<file path="config.mk">
export PLATFORM = sky130hd
export DESIGN_NAME = fgcc_ram
export DESIGN_NICKNAME = d
export VERILOG_FILES = /design/src/rtl/fgcc_ram.sv
export SDC_FILE = /design/constraint.sdc
export NUM_CORES = 2
export LEC_CHECK = 0
export BUFFER_PORTS_ARGS = -buffer_cell sky130_fd_sc_hd__clkbuf_2
export CAP_MARGIN = 20
export CORE_MARGIN = 5
export CORE_UTILIZATION = 45
export DETAILED_ROUTE_END_ITERATION = 6
export PLACE_DENSITY_LB_ADDON = 0.08
export SETUP_SLACK_MARGIN = 0.2
export SLEW_MARGIN = 10
export SYNTH_ARGS = -nofsm -noshare
export SYNTH_HDL_FRONTEND = slang
export SYNTH_SLANG_ARGS = --single-unit
</file>
<file path="constraint.sdc">
create_clock -name clk -period 3.75 [get_ports clk]
set_clock_uncertainty 0.05 [all_clocks]
set_input_delay 0.75 -clock clk [delete_from_list [all_inputs] [get_ports clk]]
set_output_delay 0.75 -clock clk [all_outputs]
set_load 0.02 [all_outputs]
</file>
<file path="src/rtl/fgcc_ram.sv">
// ----------------------------------------------------------------------------
// fgcc_ram: generic single-port ram
// one access a cycle, read data registered
// ----------------------------------------------------------------------------
module fgcc_ram #(
  parameter int unsigned Width = 8,
  parameter int unsigned Depth = 256
) (
  input  logic                     clk,
  input  logic                     we,
  input  logic [$clog2(Depth)-1:0] addr,
  input  logic [Width-1:0]         wdata,
  output logic [Width-1:0]         rdata
);

  logic [Width-1:0] mem [Depth];

  always_ff @(posedge clk) begin
    if (we) begin
      mem[addr] <= wdata;
    end
    rdata <= mem[addr];
  end

endmodule

</file>
After elaboration in Yosys (flattened, before gate mapping)
Memory sizes are Yosys's and may differ from the RTL's. A register that Yosys moved wholly into a read port is not among the register bits. Index checks and enable logic that the tools add are counted.

Memories kept: 1. Word-level logic and storage cells: 3. Output and inout bits: 8. Memory bits (writable): 2048. Bits in registers: 0. Bits of input ports: 18.

Muxes and demuxes: 2.

Memory list: mem (depth 256, bits a word 8, read ports 1, clocked after Yosys merged registers in 1, wr ports 1, line 16) `logic [Width-1:0] mem [Depth];`.

Operators with widths (count): 1-bit two-way mux (2).

Longest topological paths before layout
Depth after elaboration: 2. Gate-level depth with buffers: 10. Depth with buffers taken out: 5.

Worst setup path after synthesis
Ideal clock, no wire load.

Path kind: input to register. From: in addr[1]. To: mem mem[111][0] (enable). Arrival: 2599 ps. Buffers on the path: 5. Stages: 9. Slack: 731 ps. Setup time: 370 ps. Path through: buf_2 clkbuf_1 clkbuf_1 nand2_1 buf_2 nor2_1 nand2_1 clkbuf_1 nor2_1.

RTL lines: from (decl) (line 11) `input logic [$clog2(Depth)-1:0] addr,`; to (decl) (line 16).

No word-level cell before the write port.

==> impl_results.md <==
- Crit Path Class: in -> reg
- H-Tree Depth: 4
- Leakage Power: 28.6 nW
- CORE AREA: 0.174 mm²
- Final Wtd Congestion: 0.808
- Crit path max fanout: 25
- Cell count after placement: 6109
- Final HPWL DP: 130000 µm
- Vias in the first global route: 40209
- Fin. max-slew vios: 0
- Pwr Density: 529 mW/mm²
- WHS: 0.297 ns
- Drt drc: 0
- CTS resizes: 0
- Main combinational cell family by area after synthesis: multiplexers
- Maximum VDD drop: 0.000514 V
- Synth unique cells: 22
- Row count: 153
- Num ports: 26
- XOR/XNOR Fraction of Synth Area: 0
- # setup viols final: 0
- Compound-Gate Fraction of Synth Area: 0.0362
- Layout cell share with drive strength beyond 1: 0.307
- Initial cell density of the core: 0.452
- Pre-CTS setup slack: -0.567 ns
- Slew headroom: 0.320
- Final-report hold violation count: 0
- Final non-filler cell total: 6504
- DRT Wirelength: 208000 µm
- Fin nets: 4013
- Post-CTS Setup Repair Bufs: 0
- Synth Area in Adders: 0
- Syn_nets: 3565
- Post-layout minimum cycle time: 3.27 ns
- CTS buffer count: 208
- Initial antenna violation count: 10
- Number of max-cap violations: 0
- CTS Buffer Depth: 3
- Mapped Avg Cell Area: 22.1 µm²
- Dpl cell area: 0.0847 mm²
- Vias post-DR: 38574
- Hold_buf cts: 0
- Congestion Overflow GR: 0
- Starting DRC count in detailed routing: 4403
- First-pass iteration count of the detailed router: 6
- Fmax: 0.305 GHz
- Final instance area: 0.0915 mm²
- First-pass GRT wire length: 299000 µm
- Seq cells post-synth: 2056
- WL per Instance: 31.9 µm
- Synth-to-layout area growth: 16.6%
- Via/cell ratio: 5.93
- Design Power: 48.4 mW
- Clock latency on the worst-skew pair: 0.84 ns
- Post-synthesis sequential area ratio: 0.786
- Die height: 428 µm
- DIE AREA: 0.183 mm²
- Cells after synthesis: 3547
- Final cell utilization of the core: 0.527
- Nature of the critical path startpoint: input pin
- Pin count of the biggest net entering global routing: 124
- Setup crit end kind: flop
- Sink Count: 2056
- Critical Path AT: 3.88 ns
- Mux cell area share after synthesis: 0.147
- Input/output buffers: 25
- Mapped Area: 0.0785 mm²
- Status: finished clean
- RSZ-0062 raised after global routing: no
- Worst Path Required: 4.36 ns
- Clock Tree Root: clkbuf_16
- Setup_tns: 0 ns
- CTS tree: built
- Post-synthesis simple-gate area fraction: 0.0173
- Final worst slack: 0.476 ns
- GRT Overall Usage: 0.230
- Synthesis warning total: 0
- Chip width: 428 µm
- Worst hold path class: in -> reg
- Final period util: 0.873
- Tightest Pin Transition: 1.01 ns
- Detail Route Antenna Nets: 0
- Clock slew at reported path FFs: 0.06 ns
[worst paths after layout]
kind                     from    endpoint  slack, ns  cells past startpoint
setup reg to reg  mem[127][7]    rdata[7]       0.92                      6
hold reg to reg   mem[131][4]    rdata[4]       0.99                      5
setup / recovery      addr[0]    rdata[7]       0.48                      9
hold / removal       wdata[6]  mem[82][6]       0.30                      1
[area by class of cell]
cell class,instances,area (µm²)
fillers,13424,82100
flip-flops and latches,2056,61700
multi-input cells,1258,15800
clock buffers,256,5520
repair buffers,470,4370
well taps,2325,2910
clock inverters,129,1270
diodes,9,22.5
inverters,1,3.75
[registers in the layout, summed over array words and instances, names as in the netlist]
signal / flops
rdata: 8
mem: 2048
[metal layers]
| layer | vias to the layer above | part of all wire | wire length (µm) | GRT usage |
|---|---|---|---|---|
| li1 | 15997 | - | - | - |
| met1 | 20873 | 0.41 | 85600 | 0.323 |
| met2 | 1420 | 0.50 | 104000 | 0.380 |
| met3 | 284 | 0.064 | 13300 | 0.0390 |
| met4 | 0 | 0.024 | 4930 | 0.0585 |
| met5 | - | 0 | 0 | 0 |
[kinds of logic after synthesis]
family | after synthesis
buffers and inverters | 233
DFF | 2056
muxes | 512
and+or+nand+nor | 330
AOI/OAI and AO/OA | 416
[critical path, cell delays in order]
cell     delay (ns)
buf_8          0.37
buf_4          0.37
buf_4          0.32
mux4_2         0.56
a22oi_1        0.26
a21oi_1        0.11
o41ai_1        0.79
buf_4          0.24
nand4_1        0.09
[cells in the final DEF (no fill, tap or decap), types with 3 or more instances in the layout]
cell type and instances:
a21oi_1 128, a22oi_1 256, buf_12 65, buf_4 378, buf_8 10, bufinv_16 23
clkbuf_1 40, clkbuf_16 213, clkbuf_2 15, clkbuf_8 3, clkinv_1 51, clkinv_2 34
clkinvlp_4 10, dfxtp_1 8, diode_2 9, edfxtp_1 2048, inv_16 3, inv_6 5
mux4_2 512, nand2_1 28, nand2b_1 6, nand3_1 13, nand4_1 8, nor2_1 231
nor2b_1 5, nor3_1 30, o41ai_1 32
[synthesized netlist by cell type]
master	instances	share of area
buf_4	16	0.0015
nand4_1	8	0.00064
buf_1	19	0.00091
a22oi_1	256	0.024
buf_2	36	0.0023
edfxtp_1	2048	0.78
a21oi_1	128	0.0082
clkbuf_1	145	0.0069
o41ai_1	32	0.0036
buf_6	16	0.0023
or2_2	2	0.00016
or3_1	1	0.000080
dfxtp_1	8	0.0020
nand3_1	13	0.00083
nand2b_1	6	0.00048
nor2_1	232	0.011
mux4_2	512	0.15
nor2b_1	7	0.00056
nand2_1	28	0.0013
inv_1	1	0.000048
nor3_1	30	0.0019
and2_1	3	0.00024
[where the power goes]
group | internal (mW) | switching, mW
clock | 12.0 | 8.63
sequential | 25.3 | 0.0364
combinational | 0.867 | 1.50
total | 38.2 | 10.2
Power figures use the tool's default switching activity.
